<file path="config.mk">
export PLATFORM = sky130hd
export DESIGN_NAME = motor_alternating_pulse_sequencer_core
export DESIGN_NICKNAME = d
export VERILOG_FILES = /design/src/hw/rtl/maps_pkg.sv /design/src/hw/rtl/motor_alternating_pulse_sequencer_core.sv /design/src/hw/rtl/maps_cfg_regs.sv /design/src/hw/rtl/maps_step.sv
export SDC_FILE = /design/constraint.sdc
export NUM_CORES = 1
export LEC_CHECK = 0
export BUFFER_PORTS_ARGS = -buffer_cell sky130_fd_sc_hd__buf_2
export CORE_MARGIN = 2
export CORE_UTILIZATION = 45
export CTS_CLUSTER_DIAMETER = 30
export DETAILED_ROUTE_END_ITERATION = 10
export SLEW_MARGIN = 25
export SYNTH_ARGS = -nofsm -noshare
export SYNTH_HDL_FRONTEND = slang
export SYNTH_SLANG_ARGS = --single-unit
</file>
<file path="constraint.sdc">
create_clock -name clk -period 13.3 [get_ports clk]
set_input_delay 2.66 -clock clk [delete_from_list [all_inputs] [get_ports clk]]
set_output_delay 2.66 -clock clk [all_outputs]
set_load 0.05 [all_outputs]
</file>
<file path="src/hw/rtl/maps_pkg.sv">
// Shared types and codes for the motor alternating pulse sequencer.
// No dependencies; imported by every module of the block.
package maps_pkg;

	// Width of the elapsed-time arithmetic (phase start time register)
	localparam int TIME_W = 32;

	// Configuration port
	localparam int CFG_IDX_W  = 3;
	localparam int CFG_DATA_W = 16;

	localparam logic [CFG_IDX_W-1:0] REG_DRIVE_POWER    = 3'd0;
	localparam logic [CFG_IDX_W-1:0] REG_PULSE_TIME     = 3'd1;
	localparam logic [CFG_IDX_W-1:0] REG_GAP_TIME       = 3'd2;
	localparam logic [CFG_IDX_W-1:0] REG_DIRECTION_BIAS = 3'd3;
	localparam logic [CFG_IDX_W-1:0] REG_BRAKE_ENABLE   = 3'd4;
	localparam logic [CFG_IDX_W-1:0] REG_BRAKE_LEVEL    = 3'd5;

	// Command codes
	localparam logic [1:0] CMD_TICK = 2'd0;
	localparam logic [1:0] CMD_ON   = 2'd1;
	localparam logic [1:0] CMD_OFF  = 2'd2;

	// Action codes
	localparam logic [1:0] ACT_DRIVE = 2'd0;
	localparam logic [1:0] ACT_BRAKE = 2'd1;
	localparam logic [1:0] ACT_COAST = 2'd2;

	// Sequencer phase, one-hot
	typedef enum logic [4:0] {
		PH_IDLE = 5'b00001,
		PH_FWD  = 5'b00010,
		PH_GAP1 = 5'b00100,
		PH_REV  = 5'b01000,
		PH_GAP2 = 5'b10000
	} phase_t;

	typedef struct packed {
		logic [7:0]        drive_power;
		logic [15:0]       pulse_time;
		logic [15:0]       gap_time;
		logic signed [8:0] direction_bias;
		logic              brake_enable;
		logic [7:0]        brake_level;
	} cfg_t;

	typedef struct packed {
		logic              running;
		phase_t            phase;
		logic [TIME_W-1:0] start_time;
	} seq_state_t;

	typedef struct packed {
		logic [1:0]        action;
		logic signed [8:0] drive_level;
		logic [7:0]        brake_duty;
	} result_t;

endpackage

</file>
<file path="src/hw/rtl/motor_alternating_pulse_sequencer_core.sv">
// Top level of the motor alternating pulse sequencer.
// Depends on maps_pkg, maps_cfg_regs and maps_step.
//
// Usage:
//   Slave stream s_*: one command word per transfer. s_tuser carries the
//   command (tick, turn on, turn off), s_tdata the millisecond timestamp.
//   Master stream m_*: one motor command word at each phase change and each turn-off.
//   m_tuser carries the action, m_tdata the signed drive level and duty.
//   Config channel cfg_*: register index and data, always ready; write only
//   while no command word is in flight.
// Timing:
//   A command is registered in the input register and evaluated there against
//   the sequencer state; its result is loaded into the output register as the
//   word retires. One command per cycle is sustained unless a word with a result
//   meets a stalled, full output; the phase/start-time and step logic loop sets that figure.
// Reset:
//   arst_n clears the pipeline, puts the sequencer off and idle and loads
//   the default configuration.
// Backpressure:
//   While m_tready is low a waiting result holds in the output register; the
//   input stage keeps taking words until it holds one that produces a result.
module motor_alternating_pulse_sequencer_core import maps_pkg::*; (
	input  logic                  clk,
	input  logic                  arst_n,
	// Command stream
	input  logic                  s_tvalid,
	output logic                  s_tready,
	input  logic [31:0]           s_tdata,   // [31:0] now_ms
	input  logic [1:0]            s_tuser,   // [1:0] command
	// Motor command stream
	output logic                  m_tvalid,
	input  logic                  m_tready,
	output logic [23:0]           m_tdata,   // [8:0] drive_level, [16:9] brake_duty, rest zero
	output logic [1:0]            m_tuser,   // [1:0] action
	// Configuration writes
	input  logic                  cfg_valid,
	output logic                  cfg_ready,
	input  logic [CFG_IDX_W-1:0]  cfg_index,
	input  logic [CFG_DATA_W-1:0] cfg_data
);

	cfg_t        cfg;
	seq_state_t  state_q;
	seq_state_t  state_nxt;
	logic        emit;
	result_t     res;

	logic        valid_s1;
	logic [1:0]  command_s1;
	logic [31:0] now_s1;
	logic        adv_s1;

	logic        out_valid_q;
	result_t     out_q;

	assign cfg_ready = 1'b1;

	maps_cfg_regs u_cfg (
		.clk      (clk),
		.arst_n   (arst_n),
		.wr_en    (cfg_valid),
		.wr_index (cfg_index),
		.wr_data  (cfg_data),
		.cfg      (cfg)
	);

	maps_step u_step (
		.cfg     (cfg),
		.cur     (state_q),
		.command (command_s1),
		.now_ms  (now_s1),
		.nxt     (state_nxt),
		.emit    (emit),
		.res     (res)
	);

	// Stage 1 retires when its result has room, or when it has no result
	assign adv_s1   = valid_s1 && (!emit || !out_valid_q || m_tready);
	assign s_tready = !valid_s1 || adv_s1;

	// Input register
	always_ff @(posedge clk or negedge arst_n) begin
		if (!arst_n) begin
			valid_s1 <= 1'b0;
		end else if (s_tready) begin
			valid_s1 <= s_tvalid;
		end
	end

	always_ff @(posedge clk) begin
		if (s_tready && s_tvalid) begin
			command_s1 <= s_tuser;
			now_s1     <= s_tdata;
		end
	end

	// Sequencer state commits as each word retires
	always_ff @(posedge clk or negedge arst_n) begin
		if (!arst_n) begin
			state_q.running    <= 1'b0;
			state_q.phase      <= PH_IDLE;
			state_q.start_time <= '0;
		end else if (adv_s1) begin
			state_q <= state_nxt;
		end
	end

	// Output register
	always_ff @(posedge clk or negedge arst_n) begin
		if (!arst_n) begin
			out_valid_q <= 1'b0;
		end else if (adv_s1 && emit) begin
			out_valid_q <= 1'b1;
		end else if (m_tready) begin
			out_valid_q <= 1'b0;
		end
	end

	always_ff @(posedge clk) begin
		if (adv_s1 && emit) begin
			out_q <= res;
		end
	end

	assign m_tvalid = out_valid_q;
	assign m_tuser  = out_q.action;
	assign m_tdata  = {7'd0, out_q.brake_duty, out_q.drive_level};

endmodule

</file>
<file path="src/hw/rtl/maps_cfg_regs.sv">
// Configuration register file of the pulse sequencer.
// Depends on maps_pkg for register indexes and the cfg_t struct.
module maps_cfg_regs import maps_pkg::*; (
	input  logic                  clk,
	input  logic                  arst_n,
	input  logic                  wr_en,
	input  logic [CFG_IDX_W-1:0]  wr_index,
	input  logic [CFG_DATA_W-1:0] wr_data,
	output cfg_t                  cfg
);

	cfg_t cfg_q;

	// Register writes; unknown indexes are dropped
	always_ff @(posedge clk or negedge arst_n) begin
		if (!arst_n) begin
			cfg_q.drive_power    <= 8'd90;
			cfg_q.pulse_time     <= 16'd25;
			cfg_q.gap_time       <= 16'd30;
			cfg_q.direction_bias <= 9'sd0;
			cfg_q.brake_enable   <= 1'b0;
			cfg_q.brake_level    <= 8'd200;
		end else if (wr_en) begin
			case (wr_index)
				REG_DRIVE_POWER:    cfg_q.drive_power    <= wr_data[7:0];
				REG_PULSE_TIME:     cfg_q.pulse_time     <= wr_data[15:0];
				REG_GAP_TIME:       cfg_q.gap_time       <= wr_data[15:0];
				REG_DIRECTION_BIAS: cfg_q.direction_bias <= $signed(wr_data[8:0]);
				REG_BRAKE_ENABLE:   cfg_q.brake_enable   <= wr_data[0];
				REG_BRAKE_LEVEL:    cfg_q.brake_level    <= wr_data[7:0];
				default: ;
			endcase
		end
	end

	assign cfg = cfg_q;

endmodule

</file>
<file path="src/hw/rtl/maps_step.sv">
// Next-state and result logic for one command word of the pulse sequencer.
// Purely combinational; depends on maps_pkg.
module maps_step import maps_pkg::*; (
	input  cfg_t            cfg,
	input  seq_state_t      cur,
	input  logic [1:0]      command,
	input  logic [31:0]     now_ms,
	output seq_state_t      nxt,
	output logic            emit,
	output result_t         res
);

	logic [TIME_W-1:0] now_t;
	logic [TIME_W-1:0] elapsed;
	logic              pulse_done;
	logic              gap_done;
	logic [8:0]        bias_fwd;
	logic [8:0]        bias_rev;
	logic [9:0]        sum_fwd;
	logic [9:0]        sum_rev;
	logic [7:0]        lvl_fwd;
	logic [7:0]        lvl_rev;
	result_t           res_fwd;
	result_t           res_rev;
	result_t           res_gap;
	result_t           res_coast;

	// Wrapping elapsed time against the phase timers
	assign now_t      = TIME_W'(now_ms);
	assign elapsed    = now_t - cur.start_time;
	assign pulse_done = elapsed >= TIME_W'(cfg.pulse_time);
	assign gap_done   = elapsed >= TIME_W'(cfg.gap_time);

	// Biased levels, clamped to 255; the most negative bias gives magnitude 256
	assign bias_fwd = cfg.direction_bias[8] ? 9'd0 : $unsigned(cfg.direction_bias);
	assign bias_rev = cfg.direction_bias[8] ? 9'(~$unsigned(cfg.direction_bias) + 9'd1) : 9'd0;
	assign sum_fwd  = {2'b00, cfg.drive_power} + {1'b0, bias_fwd};
	assign sum_rev  = {2'b00, cfg.drive_power} + {1'b0, bias_rev};
	assign lvl_fwd  = (sum_fwd > 10'd255) ? 8'd255 : sum_fwd[7:0];
	assign lvl_rev  = (sum_rev > 10'd255) ? 8'd255 : sum_rev[7:0];

	// Candidate results
	always_comb begin
		res_fwd   = '{action: ACT_DRIVE, drive_level: $signed({1'b0, lvl_fwd}), brake_duty: 8'd0};
		res_rev   = '{action: ACT_DRIVE,
			drive_level: $signed(9'(~{1'b0, lvl_rev} + 9'd1)), brake_duty: 8'd0};
		res_coast = '{action: ACT_COAST, drive_level: 9'sd0, brake_duty: 8'd0};
		res_gap   = cfg.brake_enable
			? result_t'{action: ACT_BRAKE, drive_level: 9'sd0, brake_duty: cfg.brake_level}
			: res_coast;
	end

	// Command decode and phase advance
	always_comb begin
		nxt  = cur;
		emit = 1'b0;
		res  = res_coast;
		case (command)
			CMD_ON: begin
				nxt.running = 1'b1;
				nxt.phase   = PH_IDLE;
			end
			CMD_OFF: begin
				nxt.running = 1'b0;
				nxt.phase   = PH_IDLE;
				emit        = 1'b1;
			end
			CMD_TICK: begin
				if (cur.running) begin
					case (cur.phase)
						PH_FWD: begin
							emit      = pulse_done;
							res       = res_gap;
							nxt.phase = PH_GAP1;
						end
						PH_GAP1: begin
							emit      = gap_done;
							res       = res_rev;
							nxt.phase = PH_REV;
						end
						PH_REV: begin
							emit      = pulse_done;
							res       = res_gap;
							nxt.phase = PH_GAP2;
						end
						PH_GAP2: begin
							emit      = gap_done;
							res       = res_fwd;
							nxt.phase = PH_FWD;
						end
						default: begin
							emit      = 1'b1;
							res       = res_fwd;
							nxt.phase = PH_FWD;
						end
					endcase
					// Phase only moves when its time is up
					if (emit) begin
						nxt.start_time = now_t;
					end else begin
						nxt.phase = cur.phase;
					end
				end
			end
			default: ;
		endcase
	end

endmodule

</file>
==> flow_summary.toml <==
[synth]
synth_top_area_cell = "dfrtp_1"
ys_ff_latch = 151
synthCells = 932
yosysWarnings = 0
syn_area_per_cell_sq_um = 10.1
synthTopCellsByArea = "dfrtp_1 (22%), edfxtp_1 (17%), ha_1 (11%)"
synthArstFlopShare = 0.649
synth_top_area_frac = 0.222
synth_edf_count = 53
ys_types = 68
yosysSeqAreaShare = 0.434
ys.flop_type = "dfrtp_1"
synth_area_sq_um = 9370

[job]
max_cap_viol_count = 0

[timing]
worstMarginPinSlew_ns = 0.934
setup_violations = 0
slew_viol_final = 0
hold_viol_final = 0
rsz0062_at_grt = "false"
tns_ns = 0
clock.fmax_ghz = 0.120
fin_crit_ns = 8.31
slew_headroom = 0.378
setup_ws_ns = 4.99
fin_crit_sh = 0.625
skew_ns = 0.0116

[floorplan]
ios = 87
initial_core_util = 0.460
die_w_um = 148
rows = 52
design.die.area_sq_um = 22000
fp.dieH_um = 148
core_area_sq_um = 20400

[critical_path]
critical_path_required_ns = 10.64
startpoint = "now_s1[6]$_DFFE_PP_"
r2r-start = "now_s1[6]$_DFFE_PP_"
critPathMaxFanout = 5
slowest_delay_ns = 0.48
rr_endpoint = "now_s1[1]$_DFFE_PP_"
reg2reg_slack_ns = 7.47
ff2ff_path_depth = 20
cp-end-kind = "primary output"
crit_arrival_ns = 5.65
critical_path.cell_chain = "ha_1, a211o_1, nor2_1, o211ai_1, a211oi_1, o21ai_0, xor2_1, ha_1, or4_1, a21oi_1, o211ai_1, a211o_1, a21oi_1, o2111a_1, and4_1, nand4_1, nor4_4, o21bai_1, nand3_1, buf_2"
setup.worst_path.end = "s_tready"
critical_path_class = "reg2out"
slowest_stage = "a211oi_1"
start_kind = "flop"

[drt]
drt_pass1_iterations = 5
via_count = 6813
drtIter0Drc = 336
ant_nets = 0
routedWlPerCell_um = 14.7
wl_um = 19000
drc = 0
avgViaCountPerCell = 5.27

[cells_and_area]
drive_gt1_frac = 0.168
final_cell_mix = "inv_1 (88), ha_1 (84), dfrtp_1 (83)"
fin_area_sq_um = 10600
fill_cells = 1898
syn2layout_area_growth_pct = 13.4
antenna_cells = 0
final_common_cell = "inv_1"
fin_nets = 1154

[place]
place_area_sq_um = 10000
place_ws_ns = 5.48
place_congestion = 0.898
numPortBuffers = 78
dp_hpwl_um = 14700

[power_and_ir_drop]
switching_share = 0.405
p_int_mw = 1.22
clockPowerShare = 0.235
combPwrFrac = 0.459
power_density_nw_per_um2 = 192
switching_power_uw = 828
seqPwrFrac = 0.306
p_leak_nw = 4.70
ir_worst_vdd_mv = 0.105

[clock_tree]
htreeDepth = 4
ctsLongestPathBuffers = 2
cts_sinks = 151
insertion_delay_ns = 0.43
cts_buffers = 17
clockRootBuffer = "clkbuf_16"
clk_pin_slew_ns = 0.07
cts_setup_buffers = 0
cts_resized = 0
cts_tree = "built"
hold_buffers = 0

[global_routing]
grt_pass1_vias = 6660
grt_pass1_wl_um = 32700
antenna_found_initial = 0
grtUsageTotal = 0.184
grt_max_degree = 53
grt_overflow = 0

[status]
status = "complete, no violations"

[min_path]
hold_path.class = "reg2reg"
==> power groups by stage <==
stage / Clock [mW] / Sequential, mW / Combinational (mW)
finish: 0.480 / 0.625 / 0.939
global route: 0.515 / 0.638 / 1.08
CTS: 0.493 / 0.626 / 0.942
detailed placement: 0 / 0.635 / 0.934
global placement: 0 / 0.632 / 0.924
floorplan: 0 / 0.633 / 0.722
==> kinds of logic (layout without fill, tap and decap cells) <==
family | after synthesis | in the layout | synth area share
simple gates | 241 | 241 | 0.128
compound gates | 222 | 222 | 0.146
flops | 151 | 151 | 0.434
buf+inv | 120 | 204 | 0.0541
fa+ha+maj | 87 | 87 | 0.119
mux | 64 | 64 | 0.0765
xor+xnor | 45 | 45 | 0.0421
other cells | 2 | 8 | 0.000802
==> how the worst min path moves through the flow <==
stage                              end  cells after the start  slack, ns               startpoint
6_report       state_q[20]$_DFFE_PN0P_                      1       0.48  state_q[20]$_DFFE_PN0P_
5_1_grt        state_q[19]$_DFFE_PN0P_                      1       0.50  state_q[19]$_DFFE_PN0P_
4_1_cts        state_q[22]$_DFFE_PN0P_                      1       0.49  state_q[22]$_DFFE_PN0P_
3_5_place_dp   state_q[19]$_DFFE_PN0P_                      1       0.48  state_q[19]$_DFFE_PN0P_
3_3_place_gp   state_q[10]$_DFFE_PN0P_                      1       0.47  state_q[10]$_DFFE_PN0P_
2_1_floorplan  state_q[10]$_DFFE_PN0P_                      1       0.46  state_q[10]$_DFFE_PN0P_
==> state kept, by name, summed over array words and instances (netlist names) <==
name and count:
m_tuser 2, m_tdata 17, m_tvalid 1, u_cfg.cfg 58
state_q 38, now_s1 32, valid_s1 1, command_s1 2
==> routing by layer <==
layer	GRT usage	routed length, um	part of all wire	up-vias
met5	0	0	0	-
met1	0.256	9370	0.49	3189
met3	0.0291	688	0.036	25
met2	0.294	8530	0.45	134
li1	-	-	-	3465
met4	0.0652	431	0.023	0
==> worst max-delay path, delay by kind of cell (launching register included) <==
family          cells  cell delay [ns]
xor+xnor            1             0.22
compound gates     10             2.30
fa+ha+maj           2             0.58
flops               1             0.40
buf+inv             1             0.26
simple gates        6             1.44
==> cells in the mapped netlist (15+ instances only) <==
| master | n |
|---|---|
| a21o_1 | 19 |
| a21oi_1 | 59 |
| and2_1 | 15 |
| clkbuf_1 | 18 |
| dfrtp_1 | 83 |
| dfstp_2 | 15 |
| edfxtp_1 | 53 |
| ha_1 | 84 |
| inv_1 | 88 |
| mux2_1 | 29 |
| mux2_2 | 32 |
| nand2_1 | 75 |
| nor2_1 | 52 |
| o21ai_0 | 67 |
| xnor2_1 | 27 |
| xor2_1 | 18 |
==> stage by stage <==
stage                     total power [mW]  hold WS (ns)  cells  utilization
after floorplan                       1.35         0.458    938            -
after global placement                1.56         0.467   1260        0.492
after detailed placement              1.57         0.475   1260        0.492
after CTS                             2.06         0.489   1292        0.522
after global routing                  2.23         0.497   1292        0.522
final                                 2.04         0.484   1292        0.522
==> cell type report <==
cell class	count	area, sq um	share of cell area
tap	270	338	0.0318
inverter	88	330	0.0311
timing repair buffer	84	438	0.0412
multi-input combinational	667	4850	0.456
clock inverter	15	181	0.0171
sequential	151	4060	0.382
clock buffer	17	425	0.0400
(Power assumes the default switching activity.)
